$ cat config.mk
export PLATFORM = sky130hd
export DESIGN_NAME = boost_vote_aggregator
export DESIGN_NICKNAME = d
export VERILOG_FILES = /design/src/rtl/bva_pkg.sv /design/src/rtl/bva_vote_mem.sv /design/src/rtl/bva_scan_unit.sv /design/src/rtl/boost_vote_aggregator.sv
export VERILOG_INCLUDE_DIRS = /design/src /design/src/rtl
export SDC_FILE = /design/constraint.sdc
export NUM_CORES = 1
export LEC_CHECK = 0
export ABC_AREA = 1
export BUFFER_PORTS_ARGS = -buffer_cell sky130_fd_sc_hd__buf_2
export CAP_MARGIN = 20
export CORE_ASPECT_RATIO = 0.6
export CORE_MARGIN = 4
export CORE_UTILIZATION = 50
export DETAILED_ROUTE_END_ITERATION = 8
export HOLD_SLACK_MARGIN = 0.1
export PLACE_DENSITY = 0.66
export SLEW_MARGIN = 20
export SYNTH_ARGS = -nofsm -noshare
export SYNTH_HDL_FRONTEND = slang
export SYNTH_SLANG_ARGS = --single-unit
$ cat constraint.sdc
create_clock -name aclk -period 6.34 [get_ports aclk]
set_clock_uncertainty 0.1 [all_clocks]
set_input_delay 1.268 -clock aclk [delete_from_list [all_inputs] [get_ports aclk]]
set_output_delay 1.268 -clock aclk [all_outputs]
set_load 0.005 [all_outputs]
$ cat src/rtl/boost_vote_aggregator_defines.svh
`ifndef BOOST_VOTE_AGGREGATOR_DEFINES_SVH
`define BOOST_VOTE_AGGREGATOR_DEFINES_SVH

// same-cycle implication, disabled in reset
`define BVA_ASSERT_NOW(label, clk, rst_n, ante, cons, msg) \
    label: assert property (@(posedge clk) disable iff (!(rst_n)) (ante) |-> (cons)) \
        else $error(msg);

// next-cycle implication, disabled in reset
`define BVA_ASSERT_NEXT(label, clk, rst_n, ante, cons, msg) \
    label: assert property (@(posedge clk) disable iff (!(rst_n)) (ante) |=> (cons)) \
        else $error(msg);

`endif

$ cat src/rtl/bva_pkg.sv
package bva_pkg;

    localparam int NUM_GROUPS     = 4;
    localparam int NUM_REQUESTERS = 8;

    localparam int REQ_W  = 3;
    localparam int GRP_W  = 3;
    localparam int VOTE_W = 14;
    localparam int QUO_W  = 4;
    localparam int REM_W  = 11;
    localparam int SUM_W  = 15;

    localparam int DEPTH   = NUM_GROUPS * NUM_REQUESTERS;
    localparam int ADDR_W  = (DEPTH > 1) ? $clog2(DEPTH) : 1;
    localparam int IDX_W   = (NUM_REQUESTERS > 1) ? $clog2(NUM_REQUESTERS) : 1;

    localparam int PRIO_LO   = 100;
    localparam int PRIO_HI   = 1100;
    localparam int DIVISOR   = 1000;
    localparam int BOOST_MIN = -100;
    localparam int BOOST_MAX = 5000;
    localparam int REM_INIT  = -101;
    localparam int MAX_QUO   = 8;

    typedef struct packed {
        logic clear;
        logic step;
    } scan_ctl_t;

    function automatic logic [QUO_W-1:0] quo_of(input logic [VOTE_W-1:0] mag);
        logic [QUO_W-1:0] q;
        q = '0;
        for (int k = 1; k <= MAX_QUO; k++) begin
            if (mag >= VOTE_W'(k * DIVISOR)) begin
                q = QUO_W'(k);
            end
        end
        return q;
    endfunction

    function automatic logic [VOTE_W-1:0] times_div(input logic [QUO_W-1:0] q);
        logic [VOTE_W-1:0] p;
        p = '0;
        for (int k = 1; k <= MAX_QUO; k++) begin
            if (q == QUO_W'(k)) begin
                p = VOTE_W'(k * DIVISOR);
            end
        end
        return p;
    endfunction

endpackage

$ cat src/rtl/bva_vote_mem.sv
module bva_vote_mem (
    input  logic                                aclk,
    input  logic                                aresetn,
    input  logic                                wr_en,
    input  logic [bva_pkg::ADDR_W-1:0]          wr_addr,
    input  logic signed [bva_pkg::VOTE_W-1:0]   wr_data,
    input  logic [bva_pkg::ADDR_W-1:0]          rd_addr,
    output logic signed [bva_pkg::VOTE_W-1:0]   rd_data
);

    logic signed [bva_pkg::VOTE_W-1:0] mem [bva_pkg::DEPTH];
    logic [bva_pkg::DEPTH-1:0]         valid_reg;
    logic signed [bva_pkg::VOTE_W-1:0] rd_data_reg;
    logic                              rd_valid_reg;

    always_ff @(posedge aclk) begin
        if (wr_en) begin
            mem[wr_addr] <= wr_data;
        end
        rd_data_reg <= mem[rd_addr];
    end

    always_ff @(posedge aclk) begin
        if (!aresetn) begin
            valid_reg    <= '0;
            rd_valid_reg <= 1'b0;
        end else begin
            if (wr_en) begin
                valid_reg[wr_addr] <= 1'b1;
            end
            rd_valid_reg <= valid_reg[rd_addr] && !(wr_en && wr_addr == rd_addr);
        end
    end

    assign rd_data = rd_valid_reg ? rd_data_reg : '0;

endmodule

$ cat src/rtl/bva_scan_unit.sv
module bva_scan_unit (
    input  logic                                aclk,
    input  bva_pkg::scan_ctl_t                  ctl,
    input  logic signed [bva_pkg::VOTE_W-1:0]   vote,
    output logic signed [bva_pkg::VOTE_W-1:0]   level
);

    logic signed [bva_pkg::VOTE_W-1:0] prio_reg, prio_next;
    logic                              prio_set_reg, prio_set_next;
    logic [bva_pkg::QUO_W-1:0]         thou_reg, thou_next;
    logic signed [bva_pkg::REM_W-1:0]  rem_reg, rem_next;
    logic                              any_reg, any_next;

    logic                              neg;
    logic [bva_pkg::VOTE_W-1:0]        mag;
    logic [bva_pkg::QUO_W-1:0]         quo;
    logic [bva_pkg::REM_W-2:0]         rem_u;
    logic signed [bva_pkg::REM_W-1:0]  rem_s;
    logic                              is_prio;
    logic signed [bva_pkg::SUM_W-1:0]  sum;
    logic signed [bva_pkg::SUM_W-1:0]  pre;

    always_comb begin
        neg     = vote[bva_pkg::VOTE_W-1];
        mag     = neg ? bva_pkg::VOTE_W'(-vote) : bva_pkg::VOTE_W'(vote);
        quo     = bva_pkg::quo_of(mag);
        rem_u   = (bva_pkg::REM_W-1)'(mag - bva_pkg::times_div(quo));
        rem_s   = neg ? -$signed({1'b0, rem_u}) : $signed({1'b0, rem_u});
        is_prio = (vote == bva_pkg::VOTE_W'(bva_pkg::PRIO_LO))
               || (vote == bva_pkg::VOTE_W'(bva_pkg::PRIO_HI));

        prio_next     = prio_reg;
        prio_set_next = prio_set_reg;
        thou_next     = thou_reg;
        rem_next      = rem_reg;
        any_next      = any_reg;
        if (ctl.clear) begin
            prio_next     = '0;
            prio_set_next = 1'b0;
            thou_next     = '0;
            rem_next      = bva_pkg::REM_W'(bva_pkg::REM_INIT);
            any_next      = 1'b0;
        end else if (ctl.step && vote != '0) begin
            if (is_prio) begin
                prio_set_next = 1'b1;
                if (vote > prio_reg) begin
                    prio_next = vote;
                end
            end
            if (!neg && quo > thou_reg) begin
                thou_next = quo;
            end
            if (rem_s > rem_reg) begin
                rem_next = rem_s;
            end
            any_next = 1'b1;
        end
    end

    always_ff @(posedge aclk) begin
        prio_reg     <= prio_next;
        prio_set_reg <= prio_set_next;
        thou_reg     <= thou_next;
        rem_reg      <= rem_next;
        any_reg      <= any_next;
    end

    always_comb begin
        sum = $signed({1'b0, bva_pkg::times_div(thou_reg)})
            + {{(bva_pkg::SUM_W-bva_pkg::REM_W){rem_reg[bva_pkg::REM_W-1]}}, rem_reg};
        if (prio_set_reg) begin
            pre = {prio_reg[bva_pkg::VOTE_W-1], prio_reg};
        end else if (any_reg) begin
            pre = sum;
        end else begin
            pre = '0;
        end
        if (pre < bva_pkg::SUM_W'(bva_pkg::BOOST_MIN)) begin
            level = bva_pkg::VOTE_W'(bva_pkg::BOOST_MIN);
        end else if (pre > bva_pkg::SUM_W'(bva_pkg::BOOST_MAX)) begin
            level = bva_pkg::VOTE_W'(bva_pkg::BOOST_MAX);
        end else begin
            level = pre[bva_pkg::VOTE_W-1:0];
        end
    end

endmodule

$ cat src/rtl/boost_vote_aggregator.sv
// A valid group's request runs through SCAN, DRAIN and FINISH to HOLD; a bad group
// goes straight to HOLD. A new request is taken only in IDLE, after the result is accepted.
// One vote memory read per cycle over the group's row sets the scan length
// (NUM_REQUESTERS reads, one drain, one finish).
// Reset (aresetn low, synchronous) clears the vote valid bits, the override
// register and the sequencer; unwritten votes read as zero.
`include "boost_vote_aggregator_defines.svh"

module boost_vote_aggregator (
    input  logic        aclk,
    input  logic        aresetn,
    input  logic        cfg_we,
    input  logic        cfg_wdata,
    input  logic        s_tvalid,
    output logic        s_tready,
    input  logic [23:0] s_tdata,   // requester[2:0], group[5:3], vote[19:6], zero pad
    output logic        m_tvalid,
    input  logic        m_tready,
    output logic [15:0] m_tdata,   // boost_level[13:0], zero pad
    output logic [1:0]  m_tuser    // group_error[0], apply_now[1]
);

    typedef enum logic [2:0] {
        ST_IDLE,
        ST_SCAN,
        ST_DRAIN,
        ST_FINISH,
        ST_HOLD
    } state_t;

    state_t                              state_reg;
    logic                                override_reg;
    logic [bva_pkg::GRP_W-1:0]           grp_reg;
    logic [bva_pkg::IDX_W-1:0]           cnt_reg;
    logic                                rd_pend_reg;
    logic signed [bva_pkg::VOTE_W-1:0]   level_reg;
    logic                                err_reg;
    logic                                apply_reg;

    logic [bva_pkg::REQ_W-1:0]           in_req;
    logic [bva_pkg::GRP_W-1:0]           in_grp;
    logic signed [bva_pkg::VOTE_W-1:0]   in_vote;
    logic                                accept;
    logic                                grp_ok;
    logic                                req_ok;
    logic                                wr_en;
    logic [bva_pkg::ADDR_W-1:0]          wr_addr;
    logic [bva_pkg::ADDR_W-1:0]          rd_addr;
    logic signed [bva_pkg::VOTE_W-1:0]   rd_data;
    logic signed [bva_pkg::VOTE_W-1:0]   scan_level;
    bva_pkg::scan_ctl_t                  scan_ctl;

    assign in_req  = s_tdata[2:0];
    assign in_grp  = s_tdata[5:3];
    assign in_vote = $signed(s_tdata[19:6]);

    assign s_tready = (state_reg == ST_IDLE);
    assign accept   = s_tvalid && s_tready;
    assign grp_ok   = {1'b0, in_grp} < (bva_pkg::GRP_W+1)'(bva_pkg::NUM_GROUPS);
    assign req_ok   = {1'b0, in_req} < (bva_pkg::REQ_W+1)'(bva_pkg::NUM_REQUESTERS);
    assign wr_en    = accept && grp_ok && req_ok;
    assign wr_addr  = bva_pkg::ADDR_W'(in_grp) * bva_pkg::ADDR_W'(bva_pkg::NUM_REQUESTERS)
                    + bva_pkg::ADDR_W'(in_req);
    assign rd_addr  = bva_pkg::ADDR_W'(grp_reg) * bva_pkg::ADDR_W'(bva_pkg::NUM_REQUESTERS)
                    + bva_pkg::ADDR_W'(cnt_reg);

    assign scan_ctl.clear = accept;
    assign scan_ctl.step  = rd_pend_reg;

    bva_vote_mem u_mem (
        .aclk    (aclk),
        .aresetn (aresetn),
        .wr_en   (wr_en),
        .wr_addr (wr_addr),
        .wr_data (in_vote),
        .rd_addr (rd_addr),
        .rd_data (rd_data)
    );

    bva_scan_unit u_scan (
        .aclk  (aclk),
        .ctl   (scan_ctl),
        .vote  (rd_data),
        .level (scan_level)
    );

    always_ff @(posedge aclk) begin
        if (!aresetn) begin
            state_reg    <= ST_IDLE;
            override_reg <= 1'b0;
            cnt_reg      <= '0;
            rd_pend_reg  <= 1'b0;
        end else begin
            if (cfg_we) begin
                override_reg <= cfg_wdata;
            end
            rd_pend_reg <= (state_reg == ST_SCAN);
            case (state_reg)
                ST_IDLE: begin
                    if (accept) begin
                        grp_reg <= in_grp;
                        cnt_reg <= '0;
                        if (grp_ok) begin
                            state_reg <= ST_SCAN;
                        end else begin
                            level_reg <= '0;
                            err_reg   <= 1'b1;
                            apply_reg <= 1'b0;
                            state_reg <= ST_HOLD;
                        end
                    end
                end
                ST_SCAN: begin
                    if (cnt_reg == bva_pkg::IDX_W'(bva_pkg::NUM_REQUESTERS - 1)) begin
                        state_reg <= ST_DRAIN;
                    end else begin
                        cnt_reg <= cnt_reg + 1'b1;
                    end
                end
                ST_DRAIN: begin
                    state_reg <= ST_FINISH;
                end
                ST_FINISH: begin
                    level_reg <= scan_level;
                    err_reg   <= 1'b0;
                    apply_reg <= !override_reg;
                    state_reg <= ST_HOLD;
                end
                ST_HOLD: begin
                    if (m_tready) begin
                        state_reg <= ST_IDLE;
                    end
                end
                default: begin
                    state_reg <= ST_IDLE;
                end
            endcase
        end
    end

    assign m_tvalid = (state_reg == ST_HOLD);
    assign m_tdata  = {{(16 - bva_pkg::VOTE_W){1'b0}}, level_reg};
    assign m_tuser  = {apply_reg, err_reg};

    `BVA_ASSERT_NEXT(a_bad_group_result, aclk, aresetn, accept && !grp_ok, m_tvalid && err_reg && !apply_reg && level_reg == '0, "bad group request did not yield an error result")
    `BVA_ASSERT_NOW(a_error_no_apply, aclk, aresetn, m_tvalid && err_reg, !apply_reg, "apply raised on an error result")
    `BVA_ASSERT_NOW(a_scan_ctl_exclusive, aclk, aresetn, scan_ctl.clear, !scan_ctl.step, "scan cleared while a vote is still in flight")
    `BVA_ASSERT_NEXT(a_finish_to_hold, aclk, aresetn, state_reg == ST_FINISH, m_tvalid && !err_reg, "finished scan did not present a result")

endmodule
After elaboration in Yosys (flattened, before gate mapping)

Memory sizes are Yosys's and may differ from the RTL's. A register that Yosys moved wholly into a read port is not among the register bits.
Cells that the tools add are included.

Memories: 1
Register bits: 90
Word-level logic and storage cells: 147
Input port bits: 30
RAM bits: 448

Memories:

| name      | depth | width | read ports | clocked after Yosys merged registers in | write ports | RTL line           | source |
|---|---|---|---|---|---|---|---|
| u_mem.mem | 32    | 14    | 1          | 1                                       | 1           | bva_vote_mem.sv:11 | `logic signed [bva_pkg::VOTE_W-1:0] mem [bva_pkg::DEPTH];` |

$lt $le $gt $ge: 17
Multiplexer cells: 54
Reduce and logical (&&, ||, !) cells: 23
Equality and inequality tests: 29
Add/subtract/negate cells: 7
Bitwise operators: 1

Operators with widths:

| operator             | number |
|---|---|
| $mux 10              | 9 |
| $mux 14              | 6 |
| $ge 14x13->1 const B | 4 |
| $mux 13              | 4 |
| $eq 4x3->1 const B   | 8 |
| $or 32x32->32        | 1 |
| $mux 15              | 2 |
| $mux 3               | 10 |
| $ge 14x12->1 const B | 2 |
| $pmux 14 s2          | 1 |
| $mux 12              | 2 |
| $mux 11              | 2 |
| $eq 4x2->1 const B   | 4 |
| $add 14x11->15       | 1 |
| $gt 15x14->1 const B | 1 |
| $lt 15x8->1 const B  | 1 |
| $pmux 3 s5           | 1 |
| $eq 14x12->1 const B | 1 |
| $eq 14x8->1 const B  | 1 |
| $ge 14x10->1 const B | 1 |
| $ge 14x11->1 const B | 1 |
| $gt 14x14->1         | 1 |
| $neg 14->14          | 1 |
| $reduce_bool 14->1   | 1 |
| 32 further kinds     | 65 |

Longest topological paths before layout

Gate-level depths: netlist of run 1.

Word-level depth: 26
Mapped depth: 43
Mapped depth without buffers: 42

Modules after synthesis

Synthesis of run 1 repeated with hierarchy kept, for this count alone.

Cell total of the unflattened synthesis: 2543
Area, all modules: 25117.8 µm²

By module, submodules not included:

| module                | area an instance (µm²) | sequential area each (µm²) | instances | cells an instance |
|---|---|---|---|---|
| bva_vote_mem          | 19971.7                | 14393.8                    | 1         | 1778 |
| bva_scan_unit         | 4003.8                 | 620.6                      | 1         | 648 |
| boost_vote_aggregator | 1142.3                 | 700.7                      | 1         | 117 |

Least setup slack after synthesis of run 1

Ideal clock, no wire load.

Path type: reg-to-reg
From: register u_mem.rd_valid_reg
To: register u_scan.rem_reg[8] (netlist bit)
Data arrival time: 5.025 ns
Buffers on the path: 1
Data required time: 6.117 ns
Period minus slack after synthesis: 5.248 ns
Stages on the path, launching flop included: 39
Setup slack: 1.092 ns
Cell sequence: dfxtp_1 buf_6 nand2_1 ha_1 nand2_1 nor2_1 nand2_1 nand2_2 nand3_1 nand2_1 nand3_1 nor3_1 nand2_1 nand2_1 nand2_1 nand2_1 nand2_1 nand2_1 [3 not listed] a21oi_1 o21ai_0 xor2_1 nor4_2 inv_1 or2_1 nand2_1 nand2_2 nand2_2 o21ai_1 ha_1 nand2_1 nor4_1 a211o_1 nor2_1 inv_1 a21oi_1 o21ai_0

Word-level cells in the longest chain between the ends: 26

Ends and longest elaborated chain:

| what                                | RTL line            | source |
|---|---|---|
| start, declared                     | bva_vote_mem.sv:14  | `logic rd_valid_reg;` |
| start signal, assigned              | bva_vote_mem.sv:31  | `rd_valid_reg <= valid_reg[rd_addr] && !(wr_en && wr_addr == rd_addr);` |
| $mux 14 *                           | bva_vote_mem.sv:35  | `assign rd_data = rd_valid_reg ? rd_data_reg : '0;` |
| $neg 14->14                         | bva_scan_unit.sv:25 | `mag = neg ? bva_pkg::VOTE_W'(-vote) : bva_pkg::VOTE_W'(vote);` |
| $mux 14                             | bva_scan_unit.sv:25 |  |
| $ge 14x10->1                        | bva_pkg.sv:34       | `if (mag >= VOTE_W'(k * DIVISOR)) begin` |
| $mux 1                              | bva_pkg.sv:34       |  |
| $mux 2 (2 in a row)                 | bva_pkg.sv:34       |  |
| $mux 3 (4 in a row)                 | bva_pkg.sv:34       |  |
| $mux 4                              | bva_pkg.sv:34       |  |
| $eq 4x1->1                          | bva_pkg.sv:45       | `if (q == QUO_W'(k)) begin` |
| $mux 10 (8 in a row)                | bva_pkg.sv:45       |  |
| $sub 10x10->10                      | bva_scan_unit.sv:27 | `rem_u = (bva_pkg::REM_W-1)'(mag - bva_pkg::times_div(quo));` |
| $neg 10->11                         | bva_scan_unit.sv:28 | `rem_s = neg ? -$signed({1'b0, rem_u}) : $signed({1'b0, rem_u});` |
| $mux 11 *                           | bva_scan_unit.sv:28 |  |
| via u_scan.rem_s, one bit           | bva_scan_unit.sv:18 | `logic signed [bva_pkg::REM_W-1:0] rem_s;` |
| $gt 11x11->1 *                      | bva_scan_unit.sv:53 | `if (rem_s > rem_reg) begin` |
| $reduce_and 2->1 (no source line) * | --                  |  |
| end signal, assigned                | bva_scan_unit.sv:64 | `rem_reg <= rem_next;` |
| end, declared                       | bva_scan_unit.sv:11 | `logic signed [bva_pkg::REM_W-1:0] rem_reg, rem_next;` |

Mark *: on every way through the listed nets, which the timed path passes. The rest lies on a longest branch.
A chain may end at the register's enable or synchronous reset.

Worst setup path in the final report of run 1

From: register u_mem.rd_valid_reg
To: register u_scan.rem_reg[2] (netlist bit)

RTL lines:

| what                              | RTL line |
|---|---|
| $mux 14 *                         | bva_vote_mem.sv:35 |
| $neg 14->14                       | bva_scan_unit.sv:25 |
| $mux 14                           | bva_scan_unit.sv:25 |
| $ge 14x10->1                      | bva_pkg.sv:34 |
| $mux 1                            | bva_pkg.sv:34 |
| $mux 2 (2 in a row)               | bva_pkg.sv:34 |
| $mux 3 (4 in a row)               | bva_pkg.sv:34 |
| $mux 4                            | bva_pkg.sv:34 |
| $eq 4x2->1                        | bva_pkg.sv:45 |
| $mux 10 (7 in a row)              | bva_pkg.sv:45 |
| $sub 10x10->10                    | bva_scan_unit.sv:27 |
| $neg 10->11                       | bva_scan_unit.sv:28 |
| $mux 11 *                         | bva_scan_unit.sv:28 |
| via u_scan.rem_s, one bit         | bva_scan_unit.sv:18 |
| $gt 11x11->1                      | bva_scan_unit.sv:53 |
| $reduce_and 2->1 (no source line) | -- |

Marks and branches as above.

==> results of run 1 <==
-- stage by stage --
stage / setup WS [ps] / hold WS (ps) / instance area (sq um) / utilization
6_report: 580 / 361 / 26400 / 0.564
5_1_grt: 1.03 / 379 / 26400 / 0.564
4_1_cts: 408 / 360 / 26300 / 0.563
3_5_place_dp: 430 / 350 / 24800 / 0.531
3_3_place_gp: 558 / 344 / 24800 / 0.530
2_1_floorplan: 1090 / 335 / 23900 / -
-- worst max-delay path, delay by kind of cell, from the launching register on --
| kind | cells | cell delay, ps |
|---|---|---|
| flops | 1 | 380 |
| simple gates | 15 | 1390 |
| fa+ha+maj | 3 | 860 |
| compound gates | 8 | 1420 |
| xor+xnor | 3 | 700 |
| buf+inv | 5 | 810 |
-- path summary, 6_finish.rpt --
check	startpoint	endpoint	cells past startpoint
setup / recovery	u_mem.rd_valid_reg$_SDFF_PN0_	u_scan.rem_reg[2]$_SDFFE_PP0P_	34
hold / removal	u_scan.prio_reg[4]$_SDFFE_PP0P_	u_scan.prio_reg[4]$_SDFFE_PP0P_	2
setup reg to reg	u_mem.rd_valid_reg$_SDFF_PN0_	u_scan.rem_reg[2]$_SDFFE_PP0P_	34
hold reg to reg	u_scan.prio_reg[4]$_SDFFE_PP0P_	u_scan.prio_reg[4]$_SDFFE_PP0P_	2
-- synth_stat cells (all sizes together) (14+ instances only) --
library cell,number,area [sq um]
a21oi,66,338
a31oi,22,138
a32oi,14,123
clkbuf,110,413
dfxtp,86,1720
edfxtp,466,14000
ha,49,613
inv,150,566
nand2,153,604
nand3,75,375
nand4,17,106
nor2,408,1540
o21ai,322,1620
o221ai,90,788
o22ai,35,219
-- layout make-up --
type	instances	area, sq um
Sequential cell	552	15700
Inverter	153	583
Fill cell	3937	20400
Multi-Input combinational cell	1327	7110
Timing Repair Buffer	91	613
Clock inverter	25	181
Clock buffer	65	1360
Tap cell	630	788
-- routing by layer --
layer | up-vias | GRT usage | share of wire
met4 | 12 | 0.0426 | 0.013
met2 | 891 | 0.345 | 0.41
met1 | 8441 | 0.397 | 0.46
li1 | 7835 | - | -
met3 | 88 | 0.0687 | 0.12
met5 | - | 0 | 0.0011
-- cells by family (layout without fill, tap and decap cells) --
| group | Yosys count | in the layout |
|---|---|---|
| buf+inv | 273 | 334 |
| other cells | 1 | 2 |
| compound gates | 579 | 579 |
| fa+ha+maj | 51 | 51 |
| xor+xnor | 19 | 19 |
| simple gates | 676 | 676 |
| flops | 552 | 552 |
-- power by group through the flow --
stage / combinational [mW] / clock [mW] / sequential (mW)
floorplan: 3.38 / 0 / 4.22
global placement: 4.47 / 0 / 4.37
detailed placement: 4.56 / 0 / 4.37
CTS: 4.60 / 2.95 / 4.29
global route: 5.24 / 3.11 / 4.32
finish: 4.70 / 2.93 / 4.30
==> reports/qor.yml, run 1 <==
status: "finished, final reports clean"
wl_per_cell_um: 23.1
path_max_fanout: 15
ys.flop_type: "edfxtp_1"
synth_top_family_by_area: "compound AO/OA/AOI/OAI gates"
p_sw_mw: 4.75
synth_seq_cells: 552
synth-xor-area-share: 0.00729
vias_per_cell: 6.07
finalNetCount: 2256
syn-cell-area_sq_um: 23900
tns_ps: 0
swShare: 0.398
finalHoldViolations: 0
muxShareOfSynthArea: 0
setup_viol: 0
max-vdd-ir-drop_mv: 0.366
pwr-share-clk: 0.246
final_cell_mix: "466 x edfxtp_1, 401 x nor2_1, 311 x o21ai_0, 146 x inv_1, 140 x nand2_1"
drc: 0
ys_types: 49
grt_pass1_vias: 15900
final_common_cell: "edfxtp_1"
drv_slew: 0
final_cell_count_no_fill: 2843
drtAntennaViolNets: 0
fp.dieW_um: 290
grt_overflow: 0
post_cts_buffers: 0
r2r_setup_slack_ps: 580
largest_reg_flops: 448
power.share.combinational: 0.394
first_pass_iters: 6
hp-class: "reg2reg"
synth_cells: 2151
coreArea_sq_um: 46700
cts_inserted_buffers: 50
power.leakage_nw: 9.50
cts_buffer_depth: 3
gp_congestion: 0.874
cap_violations: 0
synth_edf_count: 466
area_growth_pct: 10.5
p_int_mw: 7.19
clkTransAtPathRegs_ps: 60
crit_path_end_kind: "register"
relSlewSlack: 0.369
yosys.area_share.simple: 0.116
first_iter_violations: 2214
setup.worst_path.start_class: "register"
pwr-share-seq: 0.361
antenna_found_initial: 9
drive_gt1_frac: 0.0908
ctsResizeCount: 0
hold_buffers: 0
max_stage_delay_ps: 400
worstSetupPathType: "reg2reg"
synth_compound_area_frac: 0.145
dp.cells: 2753
wl_mm: 65.8
cts-root-buf: "clkbuf_16"
fin_crit_sh: 0.909
vias: 17300
critPathSlowestCell: "fa_1"
required_ps: 6740
port_buffers: 43
arrival_ps: 6160
h-tree-depth: 2
post-dp-hpwl_mm: 40.6
syn_area_per_cell_sq_um: 11.1
synthAdderAreaFrac: 0.0274
num_io_pins: 50
grt_first_pass_wirelength_mm: 98.3
power_mw: 11.9
diodes: 0
tritoncts: "done"
yosys_warnings: 0
grt_max_degree: 184
die-area_sq_um: 51400
rows: 61
numClockSinks: 552
initial_core_util: 0.511
fin_crit_ps: 5760
ys_async_sr_fraction: 0
power_density_nw_per_um2: 453
clk_latency_ps: 580
dieHeight_um: 177
critPathMostFrequentCell: "nand2_1"
grt_use_total: 0.250
rsz0062_at_grt: "no"
ys_seq_area_frac: 0.659
worstMarginPinSlew_ps: 946
timing.fmax_mhz: 174
(Power assumes the default switching activity.)
==> run 2: changes to the inputs <==
- ABC_AREA: 1 -> 0
- PLACE_DENSITY: 0.66 -> 0.76
==> reports/qor.yml, run 2 <==
status: "finished, final reports clean"
final_cell_count_no_fill: 2170
area_growth_pct: 12.2
cts_buffer_depth: 3
critPathSlowestCell: "or3b_4"
synth_top_family_by_area: "multiplexers"
yosysTopAreaCell: "edfxtp_1"
synth_top_area_frac: 0.587
clk_latency_ps: 590
fin_crit_ps: 6060
power_density_nw_per_um2: 293
nFillCells: 3411
relSlewSlack: 0.236
power_mw: 7.83
multi_input_area_sq_um: 7810
fin_crit_sh: 0.956
cts_inserted_buffers: 49
numClockSinks: 552
holdWs_ps: 361
max-vdd-ir-drop_mv: 0.279
worstMarginPinSlew_ps: 1150
initial_core_util: 0.510
power.leakage_nw: 8.71
utilization: 0.572
vias: 13400
tritoncts: "done"
synth_compound_area_frac: 0.0642
dieHeight_um: 177
path_max_fanout: 9
synth-xor-area-share: 0.0106
coreArea_sq_um: 46700
drc: 0
first_iter_violations: 2101
muxShareOfSynthArea: 0.157
port_buffers: 43
ys_async_sr_fraction: 0
yosys.area_share.simple: 0.0605
post-dp-hpwl_mm: 35.6
wl_mm: 55.7
grt_use_total: 0.218
synth_cells: 1429
tns_ps: 0
drv_slew: 0
wl_per_cell_um: 25.7
vias_per_cell: 6.19
seqCellArea_sq_um: 15700
ys_seq_area_frac: 0.660
cap_violations: 0
setup.worst_path.start_class: "register"
clkTransAtPathRegs_ps: 70
grt_overflow: 0
synth_area_leaders: "edfxtp_1 59%, mux4_2 14%, dfxtp_1 7.2%"
die-area_sq_um: 51300
fp.dieW_um: 290
final_cell_mix: "466 x edfxtp_1, 150 x mux4_2, 83 x dfxtp_1, 69 x nor2_1"
timing.fmax_mhz: 165
max_stage_delay_ps: 440
hp-class: "reg2reg"
required_ps: 6700
h-tree-depth: 2
placed_cell_area_sq_um: 24900
grt_max_degree: 110
syn-cell-area_sq_um: 23800
stdcell_area_sq_um: 26700
final_common_cell: "edfxtp_1"
cts-root-buf: "clkbuf_16"
yosysMostFrequentCell: "edfxtp_1"
rows: 61
grt_first_pass_wirelength_mm: 83.3
largest_reg_flops: 448
drtAntennaViolNets: 0
synthAdderAreaFrac: 0.0274
crit_path_end_kind: "register"
arrival_ps: 6420
dp.cells: 2070
antenna_found_initial: 5
syn_area_per_cell_sq_um: 16.7
synth_common_cells: "466 x edfxtp_1, 150 x mux4_2, 94 x nor2_1, 86 x dfxtp_1, 51 x nand2_1"
ys.flop_type: "edfxtp_1"
setup_viol: 0
drive_gt1_frac: 0.259
yosys_warnings: 0
grt_pass1_vias: 13200
gp_congestion: 0.954
place_worst_setup_slack_ps: -118
finalHoldViolations: 0
first_pass_iters: 6
setup_ws_ps: 276
num_io_pins: 50
synth_seq_cells: 552
synth_edf_count: 466
finalNetCount: 1578
ys_types: 91
worstSetupPathType: "reg2reg"
## run 2: cell families after synthesis
| logic type | Yosys count |
|---|---|
| and+or+nand+nor | 281 |
| muxes | 183 |
| AOI/OAI and AO/OA | 209 |
| DFF | 552 |
| adders and majority gates | 51 |
| buffers and inverters | 124 |
| xor gates and xnor gates | 28 |
| other | 1 |
## run 2: timing repair
action,in CTS,in global routing
endpoints found under the setup margin,11,11
gates resized for setup,1,13
pin swaps,0,5
gates cloned,0,1
hold buffers,0,0
buffers inserted,0,1
## run 2: final timing paths
kind / depth (start not counted) / endpoint / from / slack (ps)
worst max-delay path: 29 / u_scan.rem_reg[10]$_SDFFE_PP1P_ / u_mem.rd_valid_reg$_SDFF_PN0_ / 280
worst min-delay path: 1 / u_mem.valid_reg[18]$_SDFFE_PN0P_ / u_mem.valid_reg[18]$_SDFFE_PN0P_ / 360
worst max register to register: 29 / u_scan.rem_reg[10]$_SDFFE_PP1P_ / u_mem.rd_valid_reg$_SDFF_PN0_ / 280
worst min register to register: 1 / u_mem.valid_reg[18]$_SDFFE_PN0P_ / u_mem.valid_reg[18]$_SDFFE_PN0P_ / 360
## run 2: routing by layer
layer | up-vias | routed length, um | track usage
li1 | 5828 | - | -
met1 | 6782 | 24400 | 0.339
met2 | 741 | 23600 | 0.305
met5 | - | 17 | 0
met3 | 82 | 6620 | 0.0696
met4 | 4 | 1020 | 0.0430
## run 2: cell type report
type / instances / area share
repair buffers: 92 / 0.0235
diodes: 2 / 0.000187
clock buffers: 69 / 0.0514
multi-input cells: 755 / 0.292
flip-flops and latches: 552 / 0.588
well taps: 630 / 0.0295
inverters: 47 / 0.00660
clock inverters: 23 / 0.00852
## run 2: critical path: cells and delay by family (launching register included)
kind	cells	cell delay [ps]
AO/OA/AOI/OAI	10	2100
XOR/XNOR	3	490
flip-flops	1	330
adder cells (fa/ha/maj)	3	800
buffers and inverters	4	470
AND/OR/NAND/NOR	9	1660
## run 2: where the power goes
part | switching (mW) | internal (mW)
clock | 1.33 | 1.62
sequential | 0.0982 | 3.99
combinational | 0.417 | 0.380
